**src/rtl/a2i_pkg.sv**
```systemverilog
// Package for the ARGB to I420 converter: register codes, reset values,
// the item passed from front to back, and the BT.601 colour-space functions.
// No dependencies.
package a2i_pkg;

  localparam int unsigned MaxWidthDef  = 4096;
  localparam int unsigned MaxHeightDef = 4096;

  localparam int unsigned CfgDataW = 13;
  localparam int unsigned CfgIdxW  = 1;

  typedef enum logic [CfgIdxW-1:0] {
    REG_FRAME_WIDTH  = 1'b0,
    REG_FRAME_HEIGHT = 1'b1
  } cfg_reg_e;

  localparam logic [CfgDataW-1:0] FrameWidthRst  = 13'd640;
  localparam logic [CfgDataW-1:0] FrameHeightRst = 13'd480;

  localparam int unsigned ChanSumW   = 9;
  localparam int unsigned LineSumW   = 3 * ChanSumW;
  localparam int unsigned QueueDepth = 2;

  localparam logic [15:0] YCoefR   = 16'd66;
  localparam logic [15:0] YCoefG   = 16'd129;
  localparam logic [15:0] YCoefB   = 16'd25;
  localparam logic [15:0] YOffset  = 16'h1080;
  localparam logic [15:0] CCoefMax = 16'd112;
  localparam logic [15:0] UCoefG   = 16'd74;
  localparam logic [15:0] UCoefR   = 16'd38;
  localparam logic [15:0] VCoefG   = 16'd94;
  localparam logic [15:0] VCoefB   = 16'd18;
  localparam logic [15:0] COffset  = 16'h8080;

  typedef struct packed {
    logic [7:0]          red;
    logic [7:0]          green;
    logic [7:0]          blue;
    logic                chroma;
    logic                use_line;
    logic                pair;
    logic [ChanSumW-1:0] sum_r;
    logic [ChanSumW-1:0] sum_g;
    logic [ChanSumW-1:0] sum_b;
    logic [LineSumW-1:0] line_sum;
    logic                frame_end;
  } a2i_item_t;

  // last index of a dimension: 0 acts as 1, anything above maxv as maxv
  function automatic int unsigned last_index(logic [CfgDataW-1:0] v, int unsigned maxv);
    int unsigned vi;
    vi = int'(v);
    if (vi == 0) return 0;
    if (vi > maxv) return maxv - 1;
    return vi - 1;
  endfunction

  function automatic logic [7:0] calc_y(logic [7:0] r, logic [7:0] g, logic [7:0] b);
    logic [15:0] acc;
    acc = YCoefR * {8'h00, r} + YCoefG * {8'h00, g} + YCoefB * {8'h00, b} + YOffset;
    return acc[15:8];
  endfunction

  function automatic logic [7:0] calc_u(logic [7:0] r, logic [7:0] g, logic [7:0] b);
    logic [15:0] acc;
    acc = CCoefMax * {8'h00, b} + COffset - UCoefG * {8'h00, g} - UCoefR * {8'h00, r};
    return acc[15:8];
  endfunction

  function automatic logic [7:0] calc_v(logic [7:0] r, logic [7:0] g, logic [7:0] b);
    logic [15:0] acc;
    acc = CCoefMax * {8'h00, r} + COffset - VCoefG * {8'h00, g} - VCoefB * {8'h00, b};
    return acc[15:8];
  endfunction

endpackage

```
**src/rtl/a2i_res_if.sv**
```systemverilog
// Result channel: valid/ready handshake with luma, chroma and frame end a beat.
// No dependencies.
interface a2i_res_if;
  logic       valid;
  logic       ready;
  logic [7:0] luma;
  logic       chroma_valid;
  logic [7:0] chroma_u;
  logic [7:0] chroma_v;
  logic       frame_end;

  modport source (output valid, output luma, output chroma_valid, output chroma_u,
                  output chroma_v, output frame_end, input ready);
  modport sink   (input valid, input luma, input chroma_valid, input chroma_u,
                  input chroma_v, input frame_end, output ready);
endinterface

```
**src/rtl/a2i_back.sv**
```systemverilog
// Back part: block averages, BT.601 luma and chroma, and the output register.
// Depends on a2i_pkg, a2i_res_if.
module a2i_back
  import a2i_pkg::*;
(
  input  logic      clk_i,
  input  logic      rst_ni,
  input  a2i_item_t item_i,
  input  logic      item_valid_i,
  output logic      item_ready_o,
  a2i_res_if.source res_o
);

  logic       out_valid_q;
  logic [7:0] luma_q, u_q, v_q;
  logic       cval_q, fend_q;
  logic       load;
  logic [9:0] tot_r, tot_g, tot_b;
  logic [7:0] avg_r, avg_g, avg_b;

  assign item_ready_o = !out_valid_q || res_o.ready;
  assign load         = item_valid_i && item_ready_o;

  always_comb begin
    if (item_i.use_line) begin
      tot_r = {1'b0, item_i.sum_r} + {1'b0, item_i.line_sum[26:18]};
      tot_g = {1'b0, item_i.sum_g} + {1'b0, item_i.line_sum[17:9]};
      tot_b = {1'b0, item_i.sum_b} + {1'b0, item_i.line_sum[8:0]};
    end else begin
      tot_r = {item_i.sum_r, 1'b0};
      tot_g = {item_i.sum_g, 1'b0};
      tot_b = {item_i.sum_b, 1'b0};
    end
    avg_r = item_i.pair ? tot_r[9:2] : tot_r[8:1];
    avg_g = item_i.pair ? tot_g[9:2] : tot_g[8:1];
    avg_b = item_i.pair ? tot_b[9:2] : tot_b[8:1];
  end

  always_ff @(posedge clk_i or negedge rst_ni) begin
    if (!rst_ni) begin
      out_valid_q <= 1'b0;
    end else if (item_ready_o) begin
      out_valid_q <= item_valid_i;
    end
  end

  always_ff @(posedge clk_i) begin
    if (load) begin
      luma_q <= calc_y(item_i.red, item_i.green, item_i.blue);
      cval_q <= item_i.chroma;
      u_q    <= item_i.chroma ? calc_u(avg_r, avg_g, avg_b) : 8'h00;
      v_q    <= item_i.chroma ? calc_v(avg_r, avg_g, avg_b) : 8'h00;
      fend_q <= item_i.frame_end;
    end
  end

  assign res_o.valid        = out_valid_q;
  assign res_o.luma         = luma_q;
  assign res_o.chroma_valid = cval_q;
  assign res_o.chroma_u     = u_q;
  assign res_o.chroma_v     = v_q;
  assign res_o.frame_end    = fend_q;

endmodule

```
**src/flat_wrapper.sv**
```systemverilog
// flat-port wrapper written by rule: the top's interface ports become plain ports
module a2i_back_flat import a2i_pkg::*;
  (clk_i, rst_ni, item_i, item_valid_i, item_ready_o, res_o_valid, res_o_luma, res_o_chroma_valid, res_o_chroma_u, res_o_chroma_v, res_o_frame_end, res_o_ready);
  a2i_res_if res_o_i ();
  input  logic clk_i;
  input  logic rst_ni;
  input  a2i_item_t item_i;
  input  logic item_valid_i;
  output logic item_ready_o;
  output wire logic [$bits(res_o_i.valid)-1:0] res_o_valid;
  output wire logic [$bits(res_o_i.luma)-1:0] res_o_luma;
  output wire logic [$bits(res_o_i.chroma_valid)-1:0] res_o_chroma_valid;
  output wire logic [$bits(res_o_i.chroma_u)-1:0] res_o_chroma_u;
  output wire logic [$bits(res_o_i.chroma_v)-1:0] res_o_chroma_v;
  output wire logic [$bits(res_o_i.frame_end)-1:0] res_o_frame_end;
  input wire logic [$bits(res_o_i.ready)-1:0] res_o_ready;
  assign res_o_valid = res_o_i.valid;
  assign res_o_luma = res_o_i.luma;
  assign res_o_chroma_valid = res_o_i.chroma_valid;
  assign res_o_chroma_u = res_o_i.chroma_u;
  assign res_o_chroma_v = res_o_i.chroma_v;
  assign res_o_frame_end = res_o_i.frame_end;
  assign res_o_i.ready = res_o_ready;
  a2i_back u_core (.clk_i(clk_i), .rst_ni(rst_ni), .item_i(item_i), .item_valid_i(item_valid_i), .item_ready_o(item_ready_o), .res_o(res_o_i));
endmodule
```
**config.mk**
```make
export PLATFORM = sky130hd
export DESIGN_NAME = a2i_back_flat
export DESIGN_NICKNAME = d
export VERILOG_FILES = /design/src/rtl/a2i_pkg.sv /design/src/rtl/a2i_res_if.sv /design/src/rtl/a2i_back.sv /design/src/flat_wrapper.sv
export SDC_FILE = /design/constraint.sdc
export NUM_CORES = 1
export LEC_CHECK = 0
export ABC_AREA = 1
export BUFFER_PORTS_ARGS = -buffer_cell sky130_fd_sc_hd__buf_4
export CAP_MARGIN = 20
export CORE_MARGIN = 5
export CORE_UTILIZATION = 40
export CTS_CLUSTER_DIAMETER = 30
export DETAILED_ROUTE_END_ITERATION = 16
export SLEW_MARGIN = 20
export SYNTH_ARGS = -nofsm -noshare
export SYNTH_HDL_FRONTEND = slang
export SYNTH_SLANG_ARGS = --single-unit
```
**constraint.sdc**
```tcl
create_clock -name clk_i -period 2.29 [get_ports clk_i]
set_input_delay 0.1145 -clock clk_i [delete_from_list [all_inputs] [get_ports clk_i]]
set_output_delay 0.1145 -clock clk_i [all_outputs]
set_load 0.05 [all_outputs]
```
==> metrics, run 1 <==
outcome=finished with violations; largest net degree at the start of global routing=27; skew final=0.00602 ns; CP Max Fanout=4; Multi-input gate area=10,200 um2; Primary FF master, synth=edfxtp_1; detailed-route wire length=~30,000 um; Core Region=25,900 um2; CTS max path bufs=2; Die Wd=172 um; synthesized instance count=1,394; final setup fails=24; startpoint of the worst hold path=item_i[0]; Placed Instance Area=approximately 15,000 um2; CTS buffer count=3; top cells by area, synth=ha_1, fa_1, inv_1; arrival time at the worst endpoint=5.83 ns; Overflow after GRT=0; Worst path most repeated cell=nand2_4; Slew HR=70.8%; crit path time final=5.82 ns; Synth Net Count=1,813; Initial Util=40.4%; #FFs+latches synth=27; DRT iter0 DRCs=between 300 and 400; first-pass GRT wire length=approximately 50,000 um; Hold/Removal Path Class=in2reg; Clk Latency, worst-skew pair=0.26 ns; commonest non-fill, non-tap cell in the layout=buf_4; hpwl dp=26,000 um; drt drc=0; CTS root buf=clkbuf_16; Fill cells=approximately 2.2k; Worst Setup Start Kind=input port; non-filler cells, final=2,208; worst hold stages=1; vias in the first global route=10.9k; synthesized area=approximately 10,000 um2; reg2reg path depth=2; FP Rows=59; setup slack, reg-to-reg=1.08 ns; final instance area=roughly 16,000 um2; measured slew at the worst slew-check pin=0.433 ns; Routed Antenna Nets=0; max incr delay on CP=0.56 ns; total negative slack=-65.67 ns; Final nets=2,293; most frequent cells in the layout=buf_4, inv_1, nand2_1, ha_1, fa_1; CTS sink count=27; EDFF count, synth=26; sequential standard cell area=806 um2; syn_area_per_cell=between 7 and 8 um2; share of cells above drive strength 1=43.2%; Fin. Hold Viols=0; failing checks=negative setup slack; reg2reg end=u_core.res_o.chroma_v[4]; post-synth top area cell=ha_1; IO Port Bufs=between 100 and 150; Yosys cell types=47; final setup margin=-3.53 ns; die area=29,500 um2; average routed wire per standard cell=13.4 um; GPL Wtd Cong=around 0.96; via count=10.5k; Die H=172 um; Yosys top cell area share=29.1%; # diodes=0; via/cell ratio=4.73; Hold Crit Endpoint=u_core.res_o.frame_end; Top Ports=between 100 and 150; Worst Setup Path Type=in2reg; Setup crit end kind=flip-flop; fin. max-slew vios=0; CTS tree=built; post-synthesis sequential area ratio=a little under 8%; reg2reg start=u_core.res_o.valid; ys async rst share=around 3.7%; Tcrit/Tclk final=254%; CTS H-Tree Depth=1; Slowest-stage cell, CP=fa_1; clk slew on worst S/H paths=roughly 0.060 ns; Max Fclk=about 0.17 GHz; YS warnings=0; cell count after placement=2,175; Tot GR Track Use=between 20 and 25%; RSZ-0062 raised after global routing=true; max_cap viols=0; Pre-Repair DR Iteration Count=5; initial antenna violation count=0; Layout area overhead=57.0%; Data required, critical path=2.31 ns
state kept, by name, summed over array words and instances (netlist names):
register	cells
u_core.res_o.chroma_valid	1
u_core.res_o.valid	1
u_core.res_o.frame_end	1
u_core.res_o.chroma_u	8
u_core.res_o.luma	8
u_core.res_o.chroma_v	8
kinds of logic (layout without fill, tap and decap cells):
family                     Yosys count  in the layout  share of synthesized area, %
adders and majority gates          333            333                          46.2
xor gates and xnor gates            58             58                          4.85
and+or+nand+nor                    457            457                          18.7
DFF                                 27             27                          7.69
buffers and inverters              313            792                          11.7
muxes                                2              2                         0.191
AOI/OAI and AO/OA                  204            204                          10.7
per-layer routing:
metal | up-vias | track usage [%] | wire (um)
met5 | - | 0 | 0
met4 | 0 | 1.54 | 237
met3 | 22 | 1.29 | 770
met2 | 162 | 36.6 | 14600
met1 | 4809 | 27.8 | 14100
li1 | 5457 | - | -
cells in the mapped netlist, types with 2 or more instances:
library cell	instances
a211oi_1	5
a21boi_0	2
a21o_1	5
a21oi_1	96
a31oi_1	5
and3_1	2
buf_1	2
buf_2	5
buf_4	2
clkbuf_1	2
edfxtp_1	26
fa_1	89
ha_1	244
inv_1	294
inv_2	6
mux2i_1	2
nand2_1	278
nand2_2	8
nand2_4	5
nand3_1	76
nand3_2	3
nand3b_1	2
nand4_1	7
nor2_1	58
nor3_1	8
o211ai_1	4
o21a_1	2
o21ai_0	67
o21ai_1	2
o21ai_2	3
o21bai_1	6
or2_2	7
xnor2_1	23
xor2_1	35
worst max-delay path by stage:
stage | startpoint | to | cells after the start
CTS | item_i[10] | u_core.res_o.chroma_v[6] | 40
global route | item_i[10] | u_core.res_o.chroma_v[7] | 40
global placement | item_i[10] | u_core.res_o.chroma_v[6] | 41
finish | item_i[10] | u_core.res_o.chroma_v[6] | 31
floorplan | item_i[10] | u_core.res_o.chroma_v[7] | 42
detailed placement | item_i[10] | u_core.res_o.chroma_v[6] | 33
final cells by class:
type,count,share of cell area (%)
sequential,27,4.90
inverter,300,6.91
clock buffer,3,0.456
multi-input combinational,1054,62.0
clock inverter,1,0.0456
timing repair buffer,488,23.1
tap,335,2.55
worst max-delay path, delay by kind of cell:
kind | cells | cell delay [ns]
buf+inv | 5 | 0.35
compound gates | 4 | 0.73
fa+ha+maj | 8 | 3.15
xor+xnor | 1 | 0.15
mux | 1 | 0.25
simple gates | 12 | 1.10
metrics by stage:
step                utilization, %  worst slack, ns  hold WS (ns)
floorplan                        -            -3.40        -0.181
CTS                           61.9            -3.45        0.0269
global route                  63.5            -3.81        0.0237
global placement              58.5            -3.81        -0.110
detailed placement            58.5            -3.94        -0.108
finish                        63.5            -3.53        0.0293
timing repair:
action / in CTS / in global routing
pin swaps: 144 / 79
cloned: 0 / 0
hold buffers: 1 / 0
endpoints found under the setup margin: 24 / 24
buffers inserted: 23 / 12
hold endpoints to repair: 1 / 0
gates resized for setup: 146 / 88
Power of run 1 is left out: the tool's default activity adds up to more than one toggle a clock period on the data nets, which glitch-free logic cannot reach.
==> inputs of run 2 (changes only) <==
- CORE_UTILIZATION: 40 -> 62
- CTS_CLUSTER_DIAMETER: 30 -> default
- PLACE_DENSITY: default -> 0.84
==> run 2 against run 1 <==
  * The flow now stops in global routing (5_1_grt)
  * Synthesized area stayed put
  * Synthesized cell count stayed put
==> metrics, run 2 <==
Post-Synth Adder-Cell Area=a little under half; dpl ws=-3.99 ns; hpwl dp=31,400 um; #FFs+latches synth=27; top cells by area, synth=ha_1, fa_1, inv_1; Yosys top cell area share=about 30%; Top Ports=between 100 and 150; main combinational cell family by area after synthesis=adder cells; GPL Wtd Cong=0.973; CTS sink count=27; Die H=about 140 um; Exit stage=global routing (5_1_grt); outcome=did not finish; IO Port Bufs=between 100 and 150; Initial Util=63.2%; compound-gate portion of the synthesized area=between 10% and 20%; Die Wd=around 140 um; ys async rst share=3.70%; top-count cell post-synth=inv_1; post-synth top area cell=ha_1; CTS max path bufs=2; syn_area_per_cell=between 7 and 8 um2; most common library cells after synthesis=inv_1, nand2_1, ha_1, a21oi_1, fa_1; post-synthesis mux area share=0.191%; Run Error=[ERROR DPL-0038] Utilization greater than 100%, impossible to legalize; Post-Synth XOR/XNOR Area=4.85%; largest net degree at the start of global routing=25; post-synthesis sequential area ratio=7.69%; FP Rows=47; EDFF count, synth=26; CTS buffer count=3; simple-gate share of the synthesized area=a little under a fifth; CTS root buf=clkbuf_16; Primary FF master, synth=edfxtp_1; synthesized area=approximately 10,000 um2; CTS H-Tree Depth=1; Worst EP post-GRT repair=u_core.res_o.chroma_v[7]$_SDFFCE_PN0P_/D; Yosys cell types=47; Synth Net Count=1,813; cell count after placement=2,035; synthesized instance count=between 1k and 1.5k; YS warnings=0; WEP type=register data pin
[run 2: cell families after synthesis]
family                   after synthesis
AO/OA/AOI/OAI                        204
AND/OR/NAND/NOR                      457
buffers and inverters                313
flip-flops                            27
adder cells (fa/ha/maj)              333
multiplexers                           2
XOR/XNOR                              58
[run 2: repair_timing]
item	CTS
endpoints found under the setup margin	24
hold buffers	1
setup buffers	26
hold endpoints to repair	1
pin swaps	108
gates resized for setup	154
[run 2: through the flow]
stage	util, %	area (um2)
after floorplan	-	11400
after global placement	89.3	14800
after detailed placement	89.3	14800
after CTS	95.0	15700
==> inputs of run 3 (changes only) <==
- CORE_UTILIZATION: 62 -> 40
- PLACE_DENSITY: 0.84 -> default
- PLACE_DENSITY_LB_ADDON: default -> 0.15
==> run 3 against run 2 <==
  * The flow now finishes, with violations (negative setup slack)
==> metrics, run 3 (synthesis gave the netlist of run 1 again) <==
most frequent cells in the layout=buf_4, inv_1, nand2_1, ha_1, fa_1; Die Wd=about 170 um; Worst Setup Start Kind=input port; reg2reg start=u_core.res_o.valid; IO Port Bufs=113; Top Ports=114; CTS max path bufs=2; CTS H-Tree Depth=1; Initial Util=40.4%; RSZ-0062 raised after global routing=true; average routed wire per standard cell=13.5 um; commonest non-fill, non-tap cell in the layout=buf_4; final setup margin=-3.61 ns; Max Fclk=0.170 GHz; measured slew at the worst slew-check pin=0.353 ns; Data required, critical path=approximately 2.3 ns; Setup crit end=u_core.res_o.chroma_v[6]; first-pass GRT wire length=approximately 50,000 um; vias in the first global route=10.8k; CTS buffer count=3; Routed Antenna Nets=0; outcome=finished with violations; max_cap viols=0; Die H=172 um; Clk Latency, worst-skew pair=roughly 0.27 ns; Final nets=around 2.3k; cell count after placement=2,176; Layout area overhead=58.1%; detailed-route wire length=30,000 um; arrival time at the worst endpoint=5.93 ns; fin. max-slew vios=0; FP Rows=59; initial antenna violation count=0; reg2reg end=u_core.res_o.chroma_v[7]; Slowest-stage cell, CP=fa_1; Worst Setup Path Type=in2reg; final setup fails=24; largest net degree at the start of global routing=27; Core Region=25,900 um2; Hold/Removal Path Class=in2reg; die area=29,500 um2; Tcrit/Tclk final=258%; setup slack, reg-to-reg=1.10 ns; final core utilization=63.9%; Tot GR Track Use=20.3%; non-filler cells, final=2,215; CP Max Fanout=4; drt drc=0; via/cell ratio=roughly 4.7; Overflow after GRT=0; via count=10.5k; share of cells above drive strength 1=between 40% and 50%; max incr delay on CP=about 0.53 ns; CTS sink count=27; failing checks=negative setup slack; Setup crit end kind=flip-flop; hpwl dp=25,900 um; crit path launch=item_i[10]; CTS tree=built; Pre-Repair DR Iteration Count=6; # diodes=0; DRT iter0 DRCs=458; GPL Wtd Cong=0.900; crit path time final=5.90 ns; Fill cells=~2.3k; Slew HR=76.3%; skew final=0.00482 ns; clk slew on worst S/H paths=0.07 ns; reg2reg path depth=2; Fin. Hold Viols=0; CTS root buf=clkbuf_16
-- run 3: worst min path at each step --
stage / from / end / slack (ns) / cells after the start
after detailed placement: rst_ni / u_core.res_o.valid / -0.11 / 1
final: item_i[0] / u_core.res_o.frame_end / 0.02 / 1
after CTS: item_i[0] / u_core.res_o.frame_end / 0.02 / 1
after global placement: rst_ni / u_core.res_o.valid / -0.11 / 1
after floorplan: rst_ni / u_core.res_o.valid / -0.18 / 0
after global routing: item_i[0] / u_core.res_o.frame_end / 0.02 / 1
-- run 3: layout make-up --
class	instances	area (um2)	share of cell area, %
multi-input combinational	1054	10200	61.7
timing repair buffer	495	3880	23.5
inverter	300	1140	6.91
sequential	27	806	4.87
tap	335	419	2.53
clock buffer	3	75.1	0.453
clock inverter	1	7.51	0.0453
-- run 3: stage by stage --
stage / setup WS [ns] / hold slack, ns / area, um2 / TNS, ns
2_1_floorplan: -3.40 / -0.181 / 11400 / -61.89
3_3_place_gp: -3.81 / -0.110 / 15200 / -74.36
3_5_place_dp: -3.88 / -0.110 / 15200 / -75.90
4_1_cts: -3.39 / 0.0212 / 16100 / -65.28
5_1_grt: -3.92 / 0.0199 / 16600 / -72.48
6_report: -3.61 / 0.0199 / 16600 / -66.74
-- run 3: what timing repair did --
action                                  4_1_cts  5_1_grt
buffers inserted                             22       18
resized for setup                           149       90
pin swaps                                   120      112
endpoints found under the hold margin         1        0
endpoints found under the setup margin       24       24
hold buffers                                  1        0
-- run 3: worst max-delay path: cells and delay by family --
kind | cells | cell delay (ns)
adder cells (fa/ha/maj) | 8 | 2.99
AND/OR/NAND/NOR | 17 | 1.32
AO/OA/AOI/OAI | 5 | 0.81
buffers and inverters | 8 | 0.50
XOR/XNOR | 1 | 0.15
-- run 3: metal layers --
metal	global-route usage, %	wire, um
met2	36.0	14400
met4	1.67	235
met5	0	0
met1	28.5	14500
met3	1.15	805
Power of run 3 is left out for the same reason.
